## config.mk

```make
export PLATFORM = sky130hd
export DESIGN_NAME = epoch_seconds_to_utc_date_core
export DESIGN_NICKNAME = d
export VERILOG_FILES = /design/src/rtl/es2utc_pkg.sv /design/src/rtl/es2utc_month.sv /design/src/rtl/epoch_seconds_to_utc_date_core.sv
export SDC_FILE = /design/constraint.sdc
export NUM_CORES = 2
export LEC_CHECK = 0
export ABC_AREA = 0
export ABC_CLOCK_PERIOD_IN_PS = 9800
export BUFFER_PORTS_ARGS = -buffer_cell sky130_fd_sc_hd__buf_2
export CORE_MARGIN = 10
export CORE_UTILIZATION = 40
export DETAILED_ROUTE_END_ITERATION = 8
export SYNTH_ARGS = -nofsm -noshare
export SYNTH_HDL_FRONTEND = slang
export SYNTH_SLANG_ARGS = --single-unit
```

## constraint.sdc

```tcl
create_clock -name clk -period 9.8 [get_ports clk]
set_clock_uncertainty 0.1 [all_clocks]
set_input_delay 0.98 -clock clk [delete_from_list [all_inputs] [get_ports clk]]
set_output_delay 0.98 -clock clk [all_outputs]
set_load 0.05 [all_outputs]
```

## src/rtl/es2utc_pkg.sv

```systemverilog
// Package for the epoch seconds to UTC calendar core.
// Holds the shared constants, the month result type and the month start table.
// Depends on nothing; used by es2utc_month and epoch_seconds_to_utc_date_core.
package es2utc_pkg;

    // Reciprocal multipliers.
    // Each quotient is (x * MUL) >> SHIFT, which is exact over the range that reaches it.
    localparam logic [24:0] DAY_MUL   = 25'd25451659;  // x / 675, x < 2**24
    localparam int          DAY_SHIFT = 34;
    localparam logic [14:0] CYC_MUL   = 15'd22967;     // x / 1461, x < 25221
    localparam int          CYC_SHIFT = 25;
    localparam logic [12:0] HOUR_MUL  = 13'd4661;      // x / 225, x < 5400
    localparam int          HOUR_SHIFT = 20;
    localparam logic [15:0] WEEK_MUL  = 16'd37450;     // x / 7, x < 24860
    localparam int          WEEK_SHIFT = 18;
    localparam logic [11:0] MIN_MUL   = 12'd2185;      // x / 60, x < 3600
    localparam int          MIN_SHIFT = 17;

    localparam logic [9:0]  DAY_SECS_HI = 10'd675;    // 86400 / 128
    localparam logic [10:0] CYCLE_DAYS  = 11'd1461;
    localparam logic [8:0]  YEAR_DAYS   = 9'd365;
    localparam logic [11:0] HOUR_SECS   = 12'd3600;
    localparam logic [5:0]  MIN_SECS    = 6'd60;
    localparam logic [2:0]  WEEK_DAYS   = 3'd7;
    localparam logic [2:0]  EPOCH_WDAY  = 3'd4;       // 1970-01-01 was a Thursday
    localparam logic [6:0]  BASE_YEAR   = 7'd69;      // cycles start in 1969
    localparam logic [3:0]  MONTHS      = 4'd12;
    localparam logic [3:0]  MARCH       = 4'd2;

    typedef struct packed {
        logic [3:0] month_index;
        logic [4:0] day_of_month;
    } month_res_t;

    // First day of year of each month in a common year.
    function automatic logic [8:0] month_first_day(input logic [3:0] m);
        logic [8:0] d;
        case (m)
            4'd0:    d = 9'd0;
            4'd1:    d = 9'd31;
            4'd2:    d = 9'd59;
            4'd3:    d = 9'd90;
            4'd4:    d = 9'd120;
            4'd5:    d = 9'd151;
            4'd6:    d = 9'd181;
            4'd7:    d = 9'd212;
            4'd8:    d = 9'd243;
            4'd9:    d = 9'd273;
            4'd10:   d = 9'd304;
            4'd11:   d = 9'd334;
            default: d = 9'd0;
        endcase
        return d;
    endfunction

endpackage

```

## src/rtl/es2utc_month.sv

```systemverilog
// Month lookup: turns a day of year and a leap flag into month and day of month.
// Twelve parallel compares against the month start table of es2utc_pkg.
// Depends on es2utc_pkg.
module es2utc_month
    import es2utc_pkg::*;
(
    input  logic [8:0]  day_of_year,
    input  logic        leap,
    output month_res_t  res
);

    logic [11:0] hit;
    logic [8:0]  start [12];
    logic [8:0]  sel_start;
    logic [3:0]  sel_month;
    logic [8:0]  dom_full;

    always_comb
    begin
        for (int m = 0; m < 12; m++)
        begin
            start[m] = month_first_day(4'(m)) +
                       9'((leap && (4'(m) >= MARCH)) ? 1 : 0);
            hit[m]   = (start[m] <= day_of_year);
        end
    end

    // The last month whose first day is not after the day of year wins.
    always_comb
    begin
        sel_month = '0;
        sel_start = '0;
        for (int m = 0; m < 12; m++)
        begin
            if (hit[m])
            begin
                sel_month = 4'(m);
                sel_start = start[m];
            end
        end
    end

    assign dom_full = day_of_year - sel_start + 9'd1;

    assign res.month_index  = sel_month;
    assign res.day_of_month = dom_full[4:0];

endmodule

```

## src/rtl/epoch_seconds_to_utc_date_core.sv

```systemverilog
// Converts an unsigned 32-bit count of seconds since 1970-01-01 00:00 UTC
// into a UTC calendar date and time of day. The core is a six-stage pipeline
// that takes one word per cycle; the depth is set by the chain of reciprocal
// multiplies (days, then four-year cycles, hours and weekday, then minutes)
// each followed by a remainder stage. When the output word is not taken the
// whole pipeline holds.
// Counts above 2147483647 give valid_res 0 and all other fields 0.
// Depends on es2utc_pkg and es2utc_month.
module epoch_seconds_to_utc_date_core
    import es2utc_pkg::*;
(
    input  logic        clk,
    input  logic        rst_n,
    input  logic        epoch_valid,
    output logic        epoch_ready,
    input  logic [31:0] epoch_seconds,
    output logic        date_valid,
    input  logic        date_ready,
    output logic        valid_res,
    output logic [7:0]  years_since_1900,
    output logic [3:0]  month_index,
    output logic [4:0]  day_of_month,
    output logic [4:0]  hour_of_day,
    output logic [5:0]  minute_of_hour,
    output logic [5:0]  second_of_minute,
    output logic [2:0]  weekday,
    output logic [8:0]  day_of_year
);

    localparam int STAGES = 6;

    logic [STAGES-1:0] vld_reg;
    logic [STAGES-1:0] vld_next;
    logic              advance;

    assign advance     = !vld_reg[STAGES-1] || date_ready;
    assign epoch_ready = advance;
    assign date_valid  = vld_reg[STAGES-1];
    assign vld_next    = {vld_reg[STAGES-2:0], epoch_valid};

    always_ff @(posedge clk or negedge rst_n)
    begin
        if (!rst_n)
        begin
            vld_reg <= '0;
        end
        else if (advance)
        begin
            vld_reg <= vld_next;
        end
    end

    // Stage 1: days = seconds / 86400, taken as (seconds >> 7) / 675.
    logic        ok1_reg;
    logic [14:0] day_q1_reg;
    logic [23:0] x1_reg;
    logic [6:0]  lo1_reg;
    logic [48:0] day_prod;
    logic [14:0] day_q1_next;

    assign day_prod    = 49'(epoch_seconds[30:7]) * 49'(DAY_MUL);
    assign day_q1_next = day_prod[DAY_SHIFT+14:DAY_SHIFT];

    // Stage 2: time of day from the remainder.
    logic        ok2_reg;
    logic [14:0] days2_reg;
    logic [16:0] tod2_reg;
    logic [23:0] rem2_full;
    logic [16:0] tod2_next;

    assign rem2_full = x1_reg - 24'(day_q1_reg) * 24'(DAY_SECS_HI);
    assign tod2_next = {rem2_full[9:0], lo1_reg};

    // Stage 3: four-year cycle, hour and weekday quotients.
    logic        ok3_reg;
    logic [14:0] f3_reg;
    logic [4:0]  cyc3_reg;
    logic [16:0] tod3_reg;
    logic [4:0]  hour3_reg;
    logic [14:0] dp3_reg;
    logic [11:0] wq3_reg;
    logic [14:0] f3_next;
    logic [14:0] dp3_next;
    logic [29:0] cyc_prod;
    logic [25:0] hour_prod;
    logic [30:0] week_prod;

    assign f3_next   = days2_reg + 15'(YEAR_DAYS);
    assign dp3_next  = days2_reg + 15'(EPOCH_WDAY);
    assign cyc_prod  = 30'(f3_next) * 30'(CYC_MUL);
    assign hour_prod = 26'(tod2_reg[16:4]) * 26'(HOUR_MUL);
    assign week_prod = 31'(dp3_next) * 31'(WEEK_MUL);

    // Stage 4: remainders of the stage 3 quotients.
    logic        ok4_reg;
    logic [4:0]  cyc4_reg;
    logic [10:0] rem4_reg;
    logic [11:0] tsec4_reg;
    logic [4:0]  hour4_reg;
    logic [2:0]  wd4_reg;
    logic [14:0] rem4_full;
    logic [16:0] tsec4_full;
    logic [14:0] wd4_full;

    assign rem4_full  = f3_reg - 15'(cyc3_reg) * 15'(CYCLE_DAYS);
    assign tsec4_full = tod3_reg - 17'(hour3_reg) * 17'(HOUR_SECS);
    assign wd4_full   = dp3_reg - 15'(wq3_reg) * 15'(WEEK_DAYS);

    // Stage 5: year within the cycle, day of year and minute.
    logic        ok5_reg;
    logic [7:0]  year5_reg;
    logic [8:0]  doy5_reg;
    logic        leap5_reg;
    logic [5:0]  min5_reg;
    logic [11:0] tsec5_reg;
    logic [4:0]  hour5_reg;
    logic [2:0]  wd5_reg;
    logic [1:0]  yr5;
    logic [10:0] doy5_full;
    logic [7:0]  year5_next;
    logic [23:0] min_prod;

    // The fourth year of each cycle is the leap year, so its extra day
    // lands at the end of the cycle.
    always_comb
    begin
        if (rem4_reg >= 11'(3 * 365))
        begin
            yr5 = 2'd3;
        end
        else if (rem4_reg >= 11'(2 * 365))
        begin
            yr5 = 2'd2;
        end
        else if (rem4_reg >= 11'(YEAR_DAYS))
        begin
            yr5 = 2'd1;
        end
        else
        begin
            yr5 = 2'd0;
        end
    end

    assign doy5_full  = rem4_reg - 11'(yr5) * 11'(YEAR_DAYS);
    assign year5_next = 8'(BASE_YEAR) + {1'b0, cyc4_reg, 2'b00} + 8'(yr5);
    assign min_prod   = 24'(tsec4_reg) * 24'(MIN_MUL);

    // Stage 6: month search, second, and the output register.
    month_res_t  mres;
    logic [11:0] sec6_full;

    es2utc_month u_month (
        .day_of_year (doy5_reg),
        .leap        (leap5_reg),
        .res         (mres)
    );

    assign sec6_full = tsec5_reg - 12'(min5_reg) * 12'(MIN_SECS);

    logic        valid_res_reg;
    logic [7:0]  year_reg;
    logic [3:0]  month_reg;
    logic [4:0]  dom_reg;
    logic [4:0]  hour_reg;
    logic [5:0]  minute_reg;
    logic [5:0]  second_reg;
    logic [2:0]  wday_reg;
    logic [8:0]  doy_reg;

    always_ff @(posedge clk)
    begin
        if (advance)
        begin
            ok1_reg    <= !epoch_seconds[31];
            day_q1_reg <= day_q1_next;
            x1_reg     <= epoch_seconds[30:7];
            lo1_reg    <= epoch_seconds[6:0];

            ok2_reg    <= ok1_reg;
            days2_reg  <= day_q1_reg;
            tod2_reg   <= tod2_next;

            ok3_reg    <= ok2_reg;
            f3_reg     <= f3_next;
            cyc3_reg   <= cyc_prod[CYC_SHIFT+4:CYC_SHIFT];
            tod3_reg   <= tod2_reg;
            hour3_reg  <= hour_prod[HOUR_SHIFT+4:HOUR_SHIFT];
            dp3_reg    <= dp3_next;
            wq3_reg    <= week_prod[WEEK_SHIFT+11:WEEK_SHIFT];

            ok4_reg    <= ok3_reg;
            cyc4_reg   <= cyc3_reg;
            rem4_reg   <= rem4_full[10:0];
            tsec4_reg  <= tsec4_full[11:0];
            hour4_reg  <= hour3_reg;
            wd4_reg    <= wd4_full[2:0];

            ok5_reg    <= ok4_reg;
            year5_reg  <= year5_next;
            doy5_reg   <= doy5_full[8:0];
            leap5_reg  <= (yr5 == 2'd3);
            min5_reg   <= min_prod[MIN_SHIFT+5:MIN_SHIFT];
            tsec5_reg  <= tsec4_reg;
            hour5_reg  <= hour4_reg;
            wd5_reg    <= wd4_reg;

            valid_res_reg <= ok5_reg;
            year_reg      <= ok5_reg ? year5_reg : '0;
            month_reg     <= ok5_reg ? mres.month_index : '0;
            dom_reg       <= ok5_reg ? mres.day_of_month : '0;
            hour_reg      <= ok5_reg ? hour5_reg : '0;
            minute_reg    <= ok5_reg ? min5_reg : '0;
            second_reg    <= ok5_reg ? sec6_full[5:0] : '0;
            wday_reg      <= ok5_reg ? wd5_reg : '0;
            doy_reg       <= ok5_reg ? doy5_reg : '0;
        end
    end

    assign valid_res        = valid_res_reg;
    assign years_since_1900 = year_reg;
    assign month_index      = month_reg;
    assign day_of_month     = dom_reg;
    assign hour_of_day      = hour_reg;
    assign minute_of_hour   = minute_reg;
    assign second_of_minute = second_reg;
    assign weekday          = wday_reg;
    assign day_of_year      = doy_reg;

    // An accepted word always occupies the first stage on the next cycle.
    a_enter: assert property (@(posedge clk) disable iff (!rst_n)
        epoch_valid && epoch_ready |=> vld_reg[0])
        else $error("accepted word did not enter the pipeline");

    // Out-of-range counts give an all-zero result.
    a_zero: assert property (@(posedge clk) disable iff (!rst_n)
        date_valid && !valid_res |-> years_since_1900 == '0 && month_index == '0 &&
            day_of_month == '0 && hour_of_day == '0 && day_of_year == '0)
        else $error("invalid result carries nonzero fields");

    // A valid date lies within the calendar.
    a_date: assert property (@(posedge clk) disable iff (!rst_n)
        date_valid && valid_res |-> month_index < MONTHS && day_of_month != '0 &&
            years_since_1900 >= 8'd70 && years_since_1900 <= 8'd138)
        else $error("date out of range");

    // A valid time of day and weekday lie within range.
    a_time: assert property (@(posedge clk) disable iff (!rst_n)
        date_valid && valid_res |-> hour_of_day <= 5'd23 && minute_of_hour <= 6'd59 &&
            second_of_minute <= 6'd59 && weekday <= 3'd6)
        else $error("time of day or weekday out of range");

endmodule
```

==> results.md <==
- Status: finished, final reports clean
- Die area: between 80000 and 90000 sq um
- Max-slew violations: 0
- Register area: ~7000 sq um
- Post-DP HPWL: just over 50000 um
- CTS tree: done
- Register area share after synthesis: a little under a quarter
- Upper clock frequency limit: approximately 130 MHz
- Number of synthesized flops with an enable pin: 229
- Total wire length: 60190 um
- Nets@finish: about 4000
- Syn Inst Count: about 2800
- TritonRoute pass-1 iters: 5
- Final hold vios: 0
- Critical path class: flip-flop to flip-flop
- Startpoint Class: flip-flop
- Min-delay worst type: input port to asynchronous set/reset pin
- Most frequent cell after synthesis: inv_1
- Crit. End Element: flip-flop
- DRT antenna net count: 0
- Grt ovf: 0
- Worst-case clock buffer depth: 3
- Clock transition at path regs: around 60 ps
- Initial antenna violation count: 1
- RSZ-0062 raised after global routing: no
- Chip Width: approximately 300 um
- Worst Setup SP: days2_reg[2]$_DFFE_PP_
- Post-Syn Area: about 31000 sq um
- Largest net degree at the start of global routing: between 150 and 200
- Worst-skew pair later-pin latency: between 500 and 600 ps
- FF-to-FF path depth: 29
- Synth unique cells: 66
- Crit path max fanout: 11
- Area delta synth->final: 8.401%
- Worst Max-Slew Pin Slew: roughly 1200 ps
- Routed vias: 18650
- Largest register FFs: 17
- Core area: 76330 sq um
- DRT iter0 DRCs: between 800 and 900
- Die height: 298.0 um
- CTS Hold Bufs: 0
- Clock period minus worst slack: approximately 8000 ps
- Most used cell, CP: inv_1
- FF-to-FF Start: days2_reg[2]$_DFFE_PP_
- Max_cap viols: 0
- Synth top area share: 29.10%
- Clock buffer count from CTS: 28
- Ys flop type: edfxtp_1
- Yosys warning count: 0
- RR Endpoint: cyc3_reg[4]$_DFFE_PP_
- Number of post-CTS setup repair buffers: 0
- Req. time, crit path: approximately 10000 ps
- Most frequent cells after synthesis: inv_1, ha_1, fa_1
- Number of filler cells placed in the layout: between 7000 and 8000
- Critical path's largest stage delay: 590 ps
- Post-DR wirelength/cell: 15.14 um
- Max transition margin: 23.14%
- Input/output buffers: 84
- R2r setup slk: about 1800 ps
- Syn nets: slightly below 4000
- Avg Cell Area, Syn: between 10 and 15 sq um
- Slowest cell on the critical path: edfxtp_1
- Post-synth ARST share: under 10%
- Fin crit share: 81.21%
- Vias in the first global route: 19570
- Crit path DAT: between 8000 and 9000 ps
- Row count: 101
- IO Count: 85
- Post-CTS sizing: 0
- DRC errors left: 0
- All-layer global routing usage: about 14%
- Starting Density: around two fifths
- Via/cell ratio: 4.691
- Synthesis-stage register bit count: roughly 240
- Synth area leaders: ha_1, fa_1, edfxtp_1, inv_1, xnor2_1
- N_diodes: 0
- CTS Sinks: ~240
- First-pass GRT wire length: slightly above 100000 um
- Setup-failing EPs final: 0
- Layout cells sized above 1: under 10%
- H-tree depth reported by CTS: 1
- Gpl congestion: approximately 0.86
- Multi-input gate area: roughly 21000 sq um
- Setup TNS Final: 0 ps
- CTS root buf: clkbuf_16
- Synth area leader: ha_1
## layout make-up
cell class / count / share of cell area (%)
inverters: 775 / 8.680
clock buffers: 32 / 2.135
flip-flops and latches: 235 / 20.97
well taps: 1030 / 3.845
repair buffers: 91 / 1.449
clock inverters: 19 / 0.5525
multi-input cells: 1793 / 62.37
## worst max-delay path, delay by kind of cell, from the launching register on
kind	cells	cell delay (ps)
simple gates	4	480
compound gates	8	1870
buf+inv	7	690
xor+xnor	2	550
flops	1	590
fa+ha+maj	8	3390
## how the worst max path moves through the flow
stage                                         to
after floorplan           vld_reg[0]$_DFFE_PN0P_
after global placement     cyc3_reg[4]$_DFFE_PP_
after detailed placement   cyc3_reg[4]$_DFFE_PP_
after CTS                  cyc3_reg[4]$_DFFE_PP_
after global routing       cyc3_reg[4]$_DFFE_PP_
final                      cyc3_reg[4]$_DFFE_PP_
## metrics by stage
step / instances / instance area [sq um] / setup WS [ps] / hold slack (ps) / util (%)
floorplan: 2823 / 30920 / 745.3 / 300.3 / -
global placement: 3924 / 32610 / 1880 / 301.5 / 42.73
detailed placement: 3924 / 32610 / 1810 / 305.4 / 42.73
CTS: 3975 / 33510 / 1802 / 102.9 / 43.91
global route: 3975 / 33510 / 1235 / 116.6 / 43.91
finish: 3975 / 33510 / 1842 / 137.3 / 43.91
## layout by cell type, fill, tap and decap left out, types with 5 or more instances in the layout
cell	instances
inv_1	775
ha_1	719
fa_1	357
edfxtp_1	229
xnor2_1	106
a21oi_1	85
buf_2	84
nand2_1	59
nor2_1	51
xor2_1	46
o21ai_0	43
and2_1	42
a21o_1	40
clkbuf_16	28
nand4_1	19
o21a_1	18
o21bai_1	18
nor2b_1	17
nand3_1	16
nor3_1	13
and3_1	11
nand2b_1	11
a31oi_1	10
a211oi_1	9
o211ai_1	9
a21boi_0	7
clkinv_1	7
or2_2	6
buf_4	6
dfrtp_1	6
and4_1	5
a2111oi_0	5
mux2_2	5
## cells by family (layout without fill, tap and decap cells)
kind of cell    count (synthesis)  after routing  share of synthesized area, %
fa+ha+maj                    1076           1076                         52.21
buf+inv                       795            917                         9.684
compound gates                288            288                         6.143
simple gates                  267            267                         4.496
flops                         235            235                         22.73
xor+xnor                      155            155                         4.488
mux                             7              7                        0.2469
## layer usage
layer / routed length (um) / vias to the layer above / GRT usage (%)
met5: 12 / - / 0
met4: 1174 / 2 / 2.853
met3: 1894 / 76 / 1.617
met1: 28110 / 8964 / 18.15
li1: - / 9367 / -
met2: 29000 / 239 / 24.13
Power is not shown: default switching activity piles up to over one toggle a cycle in this logic, so the estimate is an artifact.
